===== config.mk =====
export PLATFORM = sky130hd
export DESIGN_NAME = energy_voice_activity_detector
export DESIGN_NICKNAME = d
export VERILOG_FILES = /design/src/rtl/evad_pkg.sv /design/src/rtl/evad_front.sv /design/src/rtl/evad_queue.sv /design/src/rtl/evad_back.sv /design/src/rtl/energy_voice_activity_detector.sv
export SDC_FILE = /design/constraint.sdc
export NUM_CORES = 2
export LEC_CHECK = 0
export ABC_CLOCK_PERIOD_IN_PS = 16000
export BUFFER_PORTS_ARGS = -buffer_cell sky130_fd_sc_hd__clkbuf_2
export CAP_MARGIN = 20
export CORE_MARGIN = 4
export CORE_UTILIZATION = 37
export DETAILED_ROUTE_END_ITERATION = 16
export HOLD_SLACK_MARGIN = 0.06
export PLACE_DENSITY = 0.51
export SLEW_MARGIN = 30
export SYNTH_ARGS = -nofsm -noshare
export SYNTH_HDL_FRONTEND = slang
export SYNTH_SLANG_ARGS = --single-unit

===== constraint.sdc =====
create_clock -name clock -period 16 [get_ports clock]
set_input_delay 0.8 -clock clock [delete_from_list [all_inputs] [get_ports clock]]
set_output_delay 0.8 -clock clock [all_outputs]
set_load 0.01 [all_outputs]

===== src/rtl/evad_pkg.sv =====
package evad_pkg;

   // frame accumulator: the sum saturates at 2^31-1, so 31 bits hold it
   localparam int SUM_W = 31;
   // frame length field, wide enough for the largest supported frame limit
   localparam int FCNT_W = 13;

   localparam int QUEUE_DEPTH = 2;
   localparam int QPTR_W = $clog2(QUEUE_DEPTH);
   localparam int QCNT_W = $clog2(QUEUE_DEPTH + 1);

   localparam logic [30:0] ROOT_START = 31'h4000_0000;
   localparam logic [15:0] HANG_SCALE = 16'd100;
   localparam logic [3:0] TOP_SHIFT = 4'd15;
   localparam int MIN_DRIFT_SHIFT = 6;

   localparam logic [5:0] SPM_RESET = 6'd8;
   localparam logic REG_SAMPLES_PER_MS = 1'b0;

   typedef struct packed {
      logic [SUM_W-1:0] sum;
      logic [FCNT_W-1:0] len;
   } frame_type;

   typedef enum logic [2:0] {
      BK_IDLE,
      BK_ROOT,
      BK_EXTREMES,
      BK_LEVEL,
      BK_COMMIT
   } back_state_type;

endpackage


===== src/rtl/evad_front.sv =====
module evad_front
   import evad_pkg::*;
#(
   parameter int MAX_FRAME = 1024,
   parameter int SQUARE_SHIFT = 8
) (
   input  logic clock,
   input  logic reset,
   input  logic in_valid,
   input  logic [15:0] in_sample,
   input  logic in_last,
   output logic in_ready,
   input  logic [QCNT_W-1:0] q_count,
   output logic push,
   output frame_type push_data
);

   localparam int CNT_W = $clog2(MAX_FRAME + 1);
   localparam int TERM_W = 31 - SQUARE_SHIFT;
   localparam logic [31:0] ROUND = 32'd1 << (SQUARE_SHIFT - 1);
   localparam logic [CNT_W-1:0] CNT_MAX = CNT_W'(MAX_FRAME);

   logic a_valid_ff, a_valid_in;
   logic a_last_ff, a_last_in;
   logic [TERM_W-1:0] a_term_ff, a_term_in;
   logic [SUM_W-1:0] sum_ff, sum_in;
   logic [CNT_W-1:0] cnt_ff, cnt_in;

   logic signed [15:0] sample_s;
   logic signed [31:0] square_s;
   logic [31:0] rounded;
   logic [31:0] sum_add;
   logic [SUM_W-1:0] sum_sat;
   logic [CNT_W-1:0] cnt_inc;
   logic accept;

   // hold off while a frame still in stage A could find the queue full
   assign in_ready = (QCNT_W'(q_count + QCNT_W'(a_valid_ff & a_last_ff))) < QCNT_W'(QUEUE_DEPTH);
   assign accept = in_valid & in_ready;

   assign sample_s = signed'(in_sample);
   assign square_s = sample_s * sample_s;
   assign rounded = (unsigned'(square_s) + ROUND) >> SQUARE_SHIFT;

   assign sum_add = {1'b0, sum_ff} + 32'(a_term_ff);
   assign sum_sat = sum_add[31] ? {SUM_W{1'b1}} : sum_add[SUM_W-1:0];
   assign cnt_inc = (cnt_ff < CNT_MAX) ? cnt_ff + 1'b1 : cnt_ff;

   assign push = a_valid_ff & a_last_ff;
   assign push_data.sum = sum_sat;
   assign push_data.len = FCNT_W'(cnt_inc);

   always_comb begin
      a_valid_in = accept;
      a_last_in = accept & in_last;
      a_term_in = rounded[TERM_W-1:0];
      sum_in = sum_ff;
      cnt_in = cnt_ff;
      if (a_valid_ff) begin
         if (a_last_ff) begin
            sum_in = '0;
            cnt_in = '0;
         end else begin
            sum_in = sum_sat;
            cnt_in = cnt_inc;
         end
      end
   end

   always_ff @(posedge clock) begin
      if (reset) begin
         a_valid_ff <= 1'b0;
         a_last_ff <= 1'b0;
         sum_ff <= '0;
         cnt_ff <= '0;
      end else begin
         a_valid_ff <= a_valid_in;
         a_last_ff <= a_last_in;
         sum_ff <= sum_in;
         cnt_ff <= cnt_in;
      end
   end

   always_ff @(posedge clock) begin
      a_term_ff <= a_term_in;
   end

endmodule


===== src/rtl/evad_queue.sv =====
module evad_queue
   import evad_pkg::*;
(
   input  logic clock,
   input  logic reset,
   input  logic push,
   input  frame_type push_data,
   input  logic pop,
   output frame_type pop_data,
   output logic [QCNT_W-1:0] count
);

   frame_type entry_ff [QUEUE_DEPTH];
   logic [QPTR_W-1:0] wr_ptr_ff, wr_ptr_in;
   logic [QPTR_W-1:0] rd_ptr_ff, rd_ptr_in;
   logic [QCNT_W-1:0] count_ff, count_in;

   assign pop_data = entry_ff[rd_ptr_ff];
   assign count = count_ff;

   always_comb begin
      wr_ptr_in = wr_ptr_ff;
      rd_ptr_in = rd_ptr_ff;
      count_in = count_ff;
      if (push) begin
         wr_ptr_in = wr_ptr_ff + 1'b1;
      end
      if (pop) begin
         rd_ptr_in = rd_ptr_ff + 1'b1;
      end
      case ({push, pop})
         2'b10: count_in = count_ff + 1'b1;
         2'b01: count_in = count_ff - 1'b1;
         default: count_in = count_ff;
      endcase
   end

   always_ff @(posedge clock) begin
      if (reset) begin
         wr_ptr_ff <= '0;
         rd_ptr_ff <= '0;
         count_ff <= '0;
      end else begin
         wr_ptr_ff <= wr_ptr_in;
         rd_ptr_ff <= rd_ptr_in;
         count_ff <= count_in;
      end
   end

   always_ff @(posedge clock) begin
      if (push) begin
         entry_ff[wr_ptr_ff] <= push_data;
      end
   end

endmodule


===== src/rtl/evad_back.sv =====
module evad_back
   import evad_pkg::*;
(
   input  logic clock,
   input  logic reset,
   input  logic [5:0] samples_per_ms,
   input  logic [QCNT_W-1:0] q_count,
   input  frame_type q_data,
   output logic pop,
   output logic out_valid,
   input  logic out_ready,
   output logic out_voiced,
   output logic [15:0] out_energy,
   output logic [15:0] out_silent
);

   back_state_type state_ff, state_in;

   logic [31:0] rem_ff, rem_in;
   logic [31:0] root_ff, root_in;
   logic [30:0] bit_ff, bit_in;
   logic [FCNT_W-1:0] len_ff, len_in;
   logic [3:0] shift_ff, shift_in;

   logic seen_ff, seen_in;
   logic [15:0] max_ff, max_in;
   logic [15:0] min_ff, min_in;
   logic [15:0] step_ff, step_in;
   logic [15:0] first_ff, first_in;
   logic [15:0] hang_ff, hang_in;
   logic [15:0] silent_ff, silent_in;

   logic out_valid_ff, out_valid_in;
   logic out_voiced_ff, out_voiced_in;
   logic [15:0] out_energy_ff, out_energy_in;

   logic [31:0] trial;
   logic [15:0] cur;
   logic [15:0] gap;
   logic [3:0] gap_log;
   logic [16:0] thresh;
   logic [15:0] reload;
   logic [15:0] step_next;
   logic out_free;
   logic above;

   assign cur = root_ff[15:0];
   assign trial = root_ff + 32'(bit_ff);
   assign gap = max_ff - min_ff;
   assign thresh = {1'b0, max_ff >> shift_ff} + {1'b0, min_ff >> (TOP_SHIFT - shift_ff)};
   assign above = {1'b0, cur} > thresh;
   assign reload = 16'(samples_per_ms) * HANG_SCALE;
   assign step_next = step_ff + (min_ff >> MIN_DRIFT_SHIFT);
   assign out_free = !out_valid_ff || out_ready;

   // floor of log2 of the gap; zero and one both give zero
   always_comb begin
      gap_log = '0;
      for (int i = 1; i < 16; i++) begin
         if (gap[i]) begin
            gap_log = 4'(i);
         end
      end
   end

   always_comb begin
      state_in = state_ff;
      pop = 1'b0;
      rem_in = rem_ff;
      root_in = root_ff;
      bit_in = bit_ff;
      len_in = len_ff;
      shift_in = shift_ff;
      seen_in = seen_ff;
      max_in = max_ff;
      min_in = min_ff;
      step_in = step_ff;
      first_in = first_ff;
      hang_in = hang_ff;
      silent_in = silent_ff;
      out_valid_in = out_valid_ff & !out_ready;
      out_voiced_in = out_voiced_ff;
      out_energy_in = out_energy_ff;

      case (state_ff)
         BK_IDLE: begin
            if (q_count != '0) begin
               pop = 1'b1;
               rem_in = 32'(q_data.sum);
               root_in = '0;
               bit_in = ROOT_START;
               len_in = q_data.len;
               state_in = BK_ROOT;
            end
         end
         BK_ROOT: begin
            if (trial <= rem_ff) begin
               rem_in = rem_ff - trial;
               root_in = (root_ff >> 1) + 32'(bit_ff);
            end else begin
               root_in = root_ff >> 1;
            end
            bit_in = bit_ff >> 2;
            if (bit_ff == 31'd1) begin
               state_in = BK_EXTREMES;
            end
         end
         BK_EXTREMES: begin
            if (!seen_ff) begin
               seen_in = 1'b1;
               max_in = cur;
               min_in = cur;
               first_in = cur;
            end else begin
               if (cur > max_ff) begin
                  max_in = cur;
               end
               if (cur < min_ff) begin
                  min_in = (cur == 16'd0) ? first_ff : cur;
               end
            end
            state_in = BK_LEVEL;
         end
         BK_LEVEL: begin
            shift_in = gap_log;
            state_in = BK_COMMIT;
         end
         BK_COMMIT: begin
            // hold the frame until the output register is free
            if (out_free) begin
               if (above) begin
                  out_voiced_in = 1'b1;
                  hang_in = reload;
               end else if (hang_ff < 16'(len_ff)) begin
                  out_voiced_in = 1'b0;
                  hang_in = '0;
                  silent_in = silent_ff + 1'b1;
               end else begin
                  out_voiced_in = 1'b1;
                  hang_in = hang_ff - 16'(len_ff);
               end
               step_in = step_next;
               min_in = min_ff + step_next;
               out_valid_in = 1'b1;
               out_energy_in = cur;
               state_in = BK_IDLE;
            end
         end
         default: begin
            state_in = BK_IDLE;
         end
      endcase
   end

   always_ff @(posedge clock) begin
      if (reset) begin
         state_ff <= BK_IDLE;
      end else begin
         state_ff <= state_in;
      end
   end

   always_ff @(posedge clock) begin
      if (reset) begin
         seen_ff <= 1'b0;
         max_ff <= '0;
         min_ff <= '0;
         step_ff <= 16'd1;
         first_ff <= '0;
         hang_ff <= '0;
         silent_ff <= '0;
         out_valid_ff <= 1'b0;
      end else begin
         seen_ff <= seen_in;
         max_ff <= max_in;
         min_ff <= min_in;
         step_ff <= step_in;
         first_ff <= first_in;
         hang_ff <= hang_in;
         silent_ff <= silent_in;
         out_valid_ff <= out_valid_in;
      end
   end

   always_ff @(posedge clock) begin
      rem_ff <= rem_in;
      root_ff <= root_in;
      bit_ff <= bit_in;
      len_ff <= len_in;
      shift_ff <= shift_in;
      out_voiced_ff <= out_voiced_in;
      out_energy_ff <= out_energy_in;
   end

   assign out_valid = out_valid_ff;
   assign out_voiced = out_voiced_ff;
   assign out_energy = out_energy_ff;
   assign out_silent = silent_ff;

endmodule


===== src/rtl/energy_voice_activity_detector.sv =====
// Channel   Ports                    Moves
// -------   ----------------------   ------------------------------------------
// input     req_t* (valid/ready)     one audio sample request, tlast ends frame
// result    rsp_t* (valid/ready)     one result per frame: voiced, energy, count
// config    csr_p* (APB, 32 bit)     samples_per_ms at byte address 0
//
// The front takes one sample a cycle unless stalled: a multiply stage, then the
// saturating accumulate. Each frame end queues its sum in a two-entry queue.
// The back works on one frame at a time: a pop, 16 square root iterations
// (one result bit each), then extremes, gap log and decision states.
// Samples stall only when the queue, counting a frame about to be pushed,
// would be full. A stalled result holds the back.
// Reset is synchronous; there is no clearing pass.
module energy_voice_activity_detector
   import evad_pkg::*;
#(
   parameter int MAX_FRAME = 1024,
   parameter int SQUARE_SHIFT = 8
) (
   input  logic clock,
   input  logic reset,
   input  logic req_tvalid,
   output logic req_tready,
   input  logic [15:0] req_tdata,    // [15:0] sample
   input  logic req_tlast,
   output logic rsp_tvalid,
   input  logic rsp_tready,
   output logic [31:0] rsp_tdata,    // [15:0] frame_energy, [31:16] silence_frames
   output logic rsp_tuser,           // [0] voiced
   input  logic csr_psel,
   input  logic csr_penable,
   input  logic csr_pwrite,
   input  logic [2:0] csr_paddr,
   input  logic [31:0] csr_pwdata,
   output logic [31:0] csr_prdata,
   output logic csr_pready
);

   logic [5:0] spm_ff, spm_in;
   logic csr_write;

   logic [QCNT_W-1:0] q_count;
   logic push;
   logic pop;
   frame_type push_data;
   frame_type pop_data;
   logic [15:0] energy;
   logic [15:0] silent;

   assign csr_pready = 1'b1;
   assign csr_write = csr_psel & csr_penable & csr_pwrite & csr_pready
                      & (csr_paddr[2] == REG_SAMPLES_PER_MS);
   assign csr_prdata = (csr_paddr[2] == REG_SAMPLES_PER_MS) ? 32'(spm_ff) : 32'd0;
   assign spm_in = csr_write ? csr_pwdata[5:0] : spm_ff;

   always_ff @(posedge clock) begin
      if (reset) begin
         spm_ff <= SPM_RESET;
      end else begin
         spm_ff <= spm_in;
      end
   end

   evad_front #(
      .MAX_FRAME(MAX_FRAME),
      .SQUARE_SHIFT(SQUARE_SHIFT)
   ) u_front (
      .clock(clock),
      .reset(reset),
      .in_valid(req_tvalid),
      .in_sample(req_tdata),
      .in_last(req_tlast),
      .in_ready(req_tready),
      .q_count(q_count),
      .push(push),
      .push_data(push_data)
   );

   evad_queue u_queue (
      .clock(clock),
      .reset(reset),
      .push(push),
      .push_data(push_data),
      .pop(pop),
      .pop_data(pop_data),
      .count(q_count)
   );

   evad_back u_back (
      .clock(clock),
      .reset(reset),
      .samples_per_ms(spm_ff),
      .q_count(q_count),
      .q_data(pop_data),
      .pop(pop),
      .out_valid(rsp_tvalid),
      .out_ready(rsp_tready),
      .out_voiced(rsp_tuser),
      .out_energy(energy),
      .out_silent(silent)
   );

   assign rsp_tdata = {silent, energy};

   a_queue_bound: assert property (@(posedge clock) disable iff (reset)
      q_count <= QCNT_W'(QUEUE_DEPTH))
      else $error("frame queue holds more entries than its depth");

   a_no_overflow: assert property (@(posedge clock) disable iff (reset)
      (push && !pop) |-> (q_count < QCNT_W'(QUEUE_DEPTH)))
      else $error("frame pushed into a full queue");

   a_full_stalls: assert property (@(posedge clock) disable iff (reset)
      (q_count == QCNT_W'(QUEUE_DEPTH)) |-> !req_tready)
      else $error("sample request taken while the frame queue is full");

   a_pop_nonempty: assert property (@(posedge clock) disable iff (reset)
      pop |-> (q_count != '0))
      else $error("frame popped from an empty queue");

endmodule

Word level (Yosys, flattened, before mapping)
Memory sizes are Yosys's and may differ from the RTL's. A register that Yosys moved wholly into a read port is not among the register bits. Cells that the tools add are included.

Memories kept: 1. Word-level logic and storage cells: 153. Input port bits: 59. Flip-flop bits (word level): 307. Memory bits (read-only): 0. Bits in writable memories: 84. Output and inout port bits: 68. Bits in latches: 0.

Memory list: u_queue.entry_ff (depth 2, bits a word 42, rd ports 1, clocked after memory_dff 1, wr ports 1, RTL line evad_queue.sv:13) `frame_type entry_ff [QUEUE_DEPTH];`.

Add/subtract/negate cells: 18. Bitwise gates (word level): 11. Shift operators: 2. Multipliers: 2. Equality and inequality tests: 13. Divide/modulo/power cells: 0. Muxes and demuxes: 50. Reductions and logical operators: 21. Magnitude comparators: 7.

Operator list (count): $mux 16 (8); $mux 32 (4); $pmux 32 s2 (2); $mux 31 (3); $pmux 31 s2 (1); $add 31x23->32 (1); $add 31x31->32 (1); $add 32x31->32 (1); $le 32x32->1 (1); $pmux 16 s2 (1); $shr 16x4->16 (2); $sub 32x32->32 (1); $add 31x8->31 const B (1); $eq 31x1->1 const B (1); $mul 16x16->31 (1); $mux 4 (6); $mux 11 (2); $mux 3 (7); $add 16x16->17 (1); $gt 16x17->1 (1); $add 16x1->16 const B (1); $add 16x10->16 (1); $add 16x16->16 (1); $gt 16x16->1 (1); 39 further kinds (74).

Logic depth before layout (Yosys ltp)
Depth after elaboration: 15. Mapped depth: 31. Mapped depth without buffers: 26.

Cells and area by module
From an unflattened synthesis, not the netlist that was laid out.

Cell total of the unflattened synthesis: 3866. Area, all modules: 34982.3 sq um.

Modules (own cells, without submodules): evad_back (cells an instance 2227, instances 1, area each 18680.4 sq um, seq. area each 5445.2 sq um); evad_front (cells an instance 1420, instances 1, area each 12398.1 sq um, seq. area each 1341.3 sq um); evad_queue (cells an instance 157, instances 1, area each 3365.7 sq um, seq. area each 2742.6 sq um); energy_voice_activity_detector (cells an instance 62, instances 1, area each 538.0 sq um, seq. area each 120.1 sq um).

Least setup slack after synthesis
Ideal clock, no wire load.

Path type: input to register. Start: input port req_tdata[12]. End: register u_front.a_term_ff[22]. Slack: 9.611 ns. Setup time: 0.121 ns. Buffers on the path: 1. Cell stages on the path: 23. Data arrival time: 6.268 ns. Data required time: 15.879 ns. Cells stage by stage: clkbuf_1 -> clkinv_1 -> nor2_1 -> ha_1 -> xor2_1 -> fa_1 -> inv_1 -> fa_1 -> fa_1 -> fa_1 -> inv_1 -> fa_1 -> inv_1 -> ha_1 -> a21oi_1 -> o21ai_0 -> a22o_1 -> a31o_2 -> a21oi_1 -> o21ai_0 -> nor4_1 -> nor3_1 -> xnor2_1.

Word-level cells in the longest chain between the ends: 2.

Ends and longest elaborated chain: start, declared (RTL line energy_voice_activity_detector.sv:24) `input logic [15:0] req_tdata,`; $mul 16x16->31 (RTL line evad_front.sv:42) `assign square_s = sample_s * sample_s;`; $add 31x8->31 (RTL line evad_front.sv:43) `assign rounded = (unsigned'(square_s) + ROUND) >> SQUARE_SHIFT;`; via u_front.a_term_in[22] (RTL line evad_front.sv:25) `logic [TERM_W-1:0] a_term_ff, a_term_in;`; end signal, assigned (RTL line evad_front.sv:85) `a_term_ff <= a_term_in;`; end, declared (RTL line evad_front.sv:25).

The timed path passes the listed nets, and every way through them passes these cells. A chain may end at the register's enable or synchronous reset.

Worst setup path after layout
Start: register u_back.shift_ff[0]. End: register u_back.silent_ff[13] (netlist: u_back.out_silent[13]).

Word-level cells in the longest chain between the ends: 6. Elaborated cells on any way between the ends: 7. Classes of those cells: add/sub: 2; order compare: 1; shift: 2; bitwise: 1; reduce/logical: 1.

Ends and longest elaborated chain: start, declared (RTL line evad_back.sv:23) `logic [3:0] shift_ff, shift_in;`; start signal, assigned (RTL line evad_back.sv:190) `shift_ff <= shift_in;`; $sub 4x4->4 (RTL line evad_back.sv:50) `assign thresh = {1'b0, max_ff >> shift_ff} + {1'b0, min_ff >> (TOP_SHIFT - shift_ff)};`; $shr 16x4->16 (RTL line evad_back.sv:50); $add 16x16->17 * (RTL line evad_back.sv:50); $gt 16x17->1 * (RTL line evad_back.sv:51) `assign above = {1'b0, cur} > thresh;`; $not 1->1 (no source line) *; $reduce_and 4->1 (no source line) *; end signal, assigned (RTL line evad_back.sv:180) `silent_ff <= silent_in;`; end, declared (RTL line evad_back.sv:31) `logic [15:0] silent_ff, silent_in;`.

Mark *: on every way between the ends. The rest lies on a longest branch, timed or not.

==> reports/qor_table.md <==
| Stage | Item | Value |
|:---|:---|:---|
| run status | Run status | completed |
| clock tree | TritonCTS clock tree | done |
| grt | Number of antenna violations at the first check in global routing | 1 |
| grt | Overall Global Routing Usage | 0.167 |
| hold path | HP Start | u_back.first_ff[0] |
| clock tree | H-Tree Level Count | 2 |
| route | Total via count in the routed design | 24,376 |
| timing | Setup repair after global routing missed its margin | no |
| layout | Net count, final | 4,206 |
| clock tree | Buffer levels on the longest clock path | 3 |
| layout | Layout cells sized above 1 | 0.0723 |
| yosys | Syn. warnings | 0 |
| timing | Hold WS | 0.454 ns |
| setup path | Data arrival time of the critical path | 7.48 ns |
| place | Worst slack, placed | 8.80 ns |
| die | Die height | 308 um |
| die | Area enclosed by the die boundary | 94,600 um^2 |
| pwr | Leakage power of the design | 15.7 nW |
| setup path | Setup crit start kind | register |
| yosys | Top flip-flop cell by instance count after synthesis | edfxtp_1 |
| place | Final estimated routing congestion in global placement | 0.835 |
| grt | Global-route wire length before repair | 130,000 um |
| die | Placeable core area | 88,600 um^2 |
| yosys | Avg Cell Area, Syn | 9.26 um^2 |
| pwr | Power per cell area | 237 nW/um^2 |
| setup path | Reg-to-reg startpoint | u_back.shift_ff[0] |
| die | Rows | 109 |
| die | Die Width | 308 um |
| setup path | Worst path most repeated cell | a21oi_1 |
| route | Number of vias per cell | 5.08 |
| yosys | Top cells by area in the synthesized netlist | edfxtp_1 (18%), fa_1 (14%), ha_1 (12%) |
| timing | Worst Max-Slew Pin Slew | 0.882 ns |
| yosys | Post-synthesis sequential element count | 375 |
| clock tree | Number of buffers added to fix hold violations after cts | 0 |
| grt | Global-route congestion overflow total | 0 |
| layout | Total inserted antenna cells | 0 |
| yosys | Synth Cell Area | 33,200 um^2 |
| setup path | Endpoint of the worst-slack reg-to-reg timing path | u_back.out_silent[13] |
| layout | Final core utilization | 0.407 |
| route | Total Wirelength | 78,800 um |
| die | I/O Pins | 127 |
| yosys | Number of instances in the synthesized netlist | 3,586 |
| route | Wire length on met3 | 2790 um |
| timing | F_max | 143 MHz |
| timing | Fin crit share | 0.438 |
| setup path | Required time worst endpoint | 16.47 ns |
| layout | Area growth from synthesis to layout | 8.77% |
| clock tree | Clock slew at the register clock pins of the worst setup and hold paths | 0.06 ns |
| timing | Final number of max-transition violations | 0 |
| clock tree | Count of clock tree sinks | 375 |
| layout | Fillers | 9,006 |
| yosys | Post-synth cell types | 81 |
| setup path | Longest individual stage delay on the worst path | 0.57 ns |
| route | Average detailed-routed wire length per instance | 16.4 um |
| job | Number of max-cap violations | 0 |
| timing | Final Hold Violating Endpoints | 0 |
| timing | Final setup vio count | 0 |
| yosys | Top cell type's share of synthesized area | 0.177 |
| place | Number of I/O port buffers | 71 |
| die | Starting Density | 0.374 |
| route | Initial DRC Count | 1,224 |
| setup path | Number of cells on the worst reg-to-reg path | 25 |
| hold path | Path class of the lowest-slack min-delay path | reg2reg |
| setup path | Slowest CP cell | mux4_2 |
| route | Number of design rule violations left after detail routing | 0 |
| route | Count of TritonRoute iterations in the first routing pass | 6 |
| setup path | Register-to-register path setup slack | 8.99 ns |
| timing | Total negative setup slack | 0 ns |
| grt | Number of global-route vias before repair | 24,154 |
| clock tree | CTS root buf | clkbuf_16 |
| yosys | Cell taking the most area after synthesis | edfxtp_1 |
| timing | Worst Clk Skew | 0.0316 ns |
| setup path | End point of the critical path | u_back.out_silent[13] |
| yosys | FFs w/ async S/R, synth | 0 |
| clock tree | Insertion delay of the later-clocked pin in the worst-skew pair | 0.58 ns |
| setup path | Crit path max fanout | 50 |
| pwr | IR drop worst, VDD | 200 uV |
| clock tree | Number of buffers created by CTS | 43 |
| route | Wire length on met1 | 38,400 um |
| setup path | Kind of critical path | reg2reg |
| timing | Clock period minus worst slack | 7.01 ns |
| clock tree | Number of setup buffers added after CTS | 0 |
| route | Antenna viol nets, final | 0 |
| route | Uppermost layer routed | met4 |
| yosys | Post-synth EDFFs | 196 |
| timing | Headroom to the max-slew limit | 0.412 |
| timing | Worst-case setup margin in the final layout | 8.99 ns |
| grt | Largest net degree at the start of global routing | 76 |
| setup path | Setup crit end kind | register |
| setup path | Launch point of the worst path | u_back.shift_ff[0] |
| route | Met2 wire len | 36,200 um |
| place | Detailed Place HPWL | 59,300 um |
| yosys | Seq/Total Area, Yosys | 0.285 |
| clock tree | Number of instances resized during post-cts repair | 0 |
state kept, by name, summed over array words and instances (netlist names), 23 cells and up, named ones only:
signal	cells
u_queue.entry_ff	84
u_back.rem_ff	32
u_back.root_ff	32
u_front.a_term_ff	23
u_front.sum_ff	31
per-stage QoR:
| stage | std cells | power, mW | area [um^2] |
|---|---|---|---|
| global placement | 4726 | 7.58 | 34700 |
| detailed placement | 4726 | 7.61 | 34700 |
| CTS | 4803 | 8.66 | 36100 |
| floorplan | 3611 | 6.26 | 33300 |
| global route | 4803 | 9.58 | 36100 |
| finish | 4803 | 8.54 | 36100 |
worst max-delay path: cells and delay by family, from the launching register on:
family | cells | cell delay [ns]
compound gates | 13 | 2.69
simple gates | 4 | 0.96
fa+ha+maj | 3 | 0.95
mux | 2 | 0.90
buf+inv | 2 | 0.83
flops | 1 | 0.32
xor+xnor | 1 | 0.16
layout by cell type, fill, tap and decap left out, types with 22 or more instances in the layout:
master	count
inv_1	406
nand2_1	316
ha_1	306
nor2_1	285
fa_1	235
a21oi_1	219
edfxtp_1	196
dfxtp_1	178
o21ai_0	143
xnor2_1	112
xor2_1	108
a21o_1	75
clkbuf_2	70
mux2i_1	69
a211oi_1	64
nor2b_1	63
and2_1	58
nor3_1	52
nand3_1	46
clkbuf_16	44
buf_4	41
nand2b_1	39
a31oi_1	36
nand4_1	36
o21a_1	28
and3_1	27
conb_1	27
a22o_1	26
o21bai_1	24
mux2_2	22
cells by family (layout without fill, tap and decap cells):
logic type	Yosys count	after routing	share of synthesized area
buffers and inverters	571	598	0.0686
adder cells (fa/ha/maj)	541	541	0.257
multiplexers	110	110	0.0391
AO/OA/AOI/OAI	757	757	0.148
AND/OR/NAND/NOR	1010	1010	0.144
flip-flops	375	375	0.285
XOR/XNOR	220	220	0.0580
other	2	27	0.000226
Yosys cell counts (14+ instances only):
library cell,n
a211o_1,18
a211oi_1,64
a21o_1,75
a21oi_1,219
a22o_1,26
a31o_2,15
a31oi_1,36
and2_1,58
and3_1,28
buf_4,27
clkbuf_1,119
dfxtp_1,179
edfxtp_1,196
fa_1,235
ha_1,306
inv_1,407
mux2_2,22
mux2i_1,69
nand2_1,317
nand2b_1,39
nand3_1,46
nand4_1,36
nor2_1,287
nor2b_1,63
nor3_1,52
nor4_1,14
o211ai_1,14
o21a_1,28
o21ai_0,144
o21bai_1,24
or2_2,21
or3_1,18
xnor2_1,112
xor2_1,108
per-layer routing:
layer  global-route usage  vias up
met3               0.0170       69
met4               0.0330        0
met1                0.237    11658
met5                    0        -
met2                0.280      300
li1                     -    12349
report_power, final:
part	total (mW)	switching (mW)	internal (mW)
clock network	0.981	0.413	0.569
logic	6.00	3.42	2.57
registers	1.56	0.184	1.38
total	8.54	4.02	4.52
final cells by class:
cell class | count | area [um^2] | share of cell area
multi-input combinational | 2665 | 21600 | 0.598
sequential | 375 | 9470 | 0.262
inverter | 410 | 1540 | 0.0426
tap | 1165 | 1460 | 0.0404
clock buffer | 59 | 1180 | 0.0326
timing repair buffer | 111 | 658 | 0.0182
clock inverter | 18 | 213 | 0.00589
worst min path at each step:
stage	cells past startpoint	end
floorplan	2	u_front.sum_ff[2]
global placement	2	u_back.hang_ff[0]
detailed placement	2	u_back.first_ff[0]
CTS	3	spm_ff[3]
global route	3	spm_ff[1]
finish	2	u_back.first_ff[0]
Note: power is estimated with default switching activity, not from simulation.
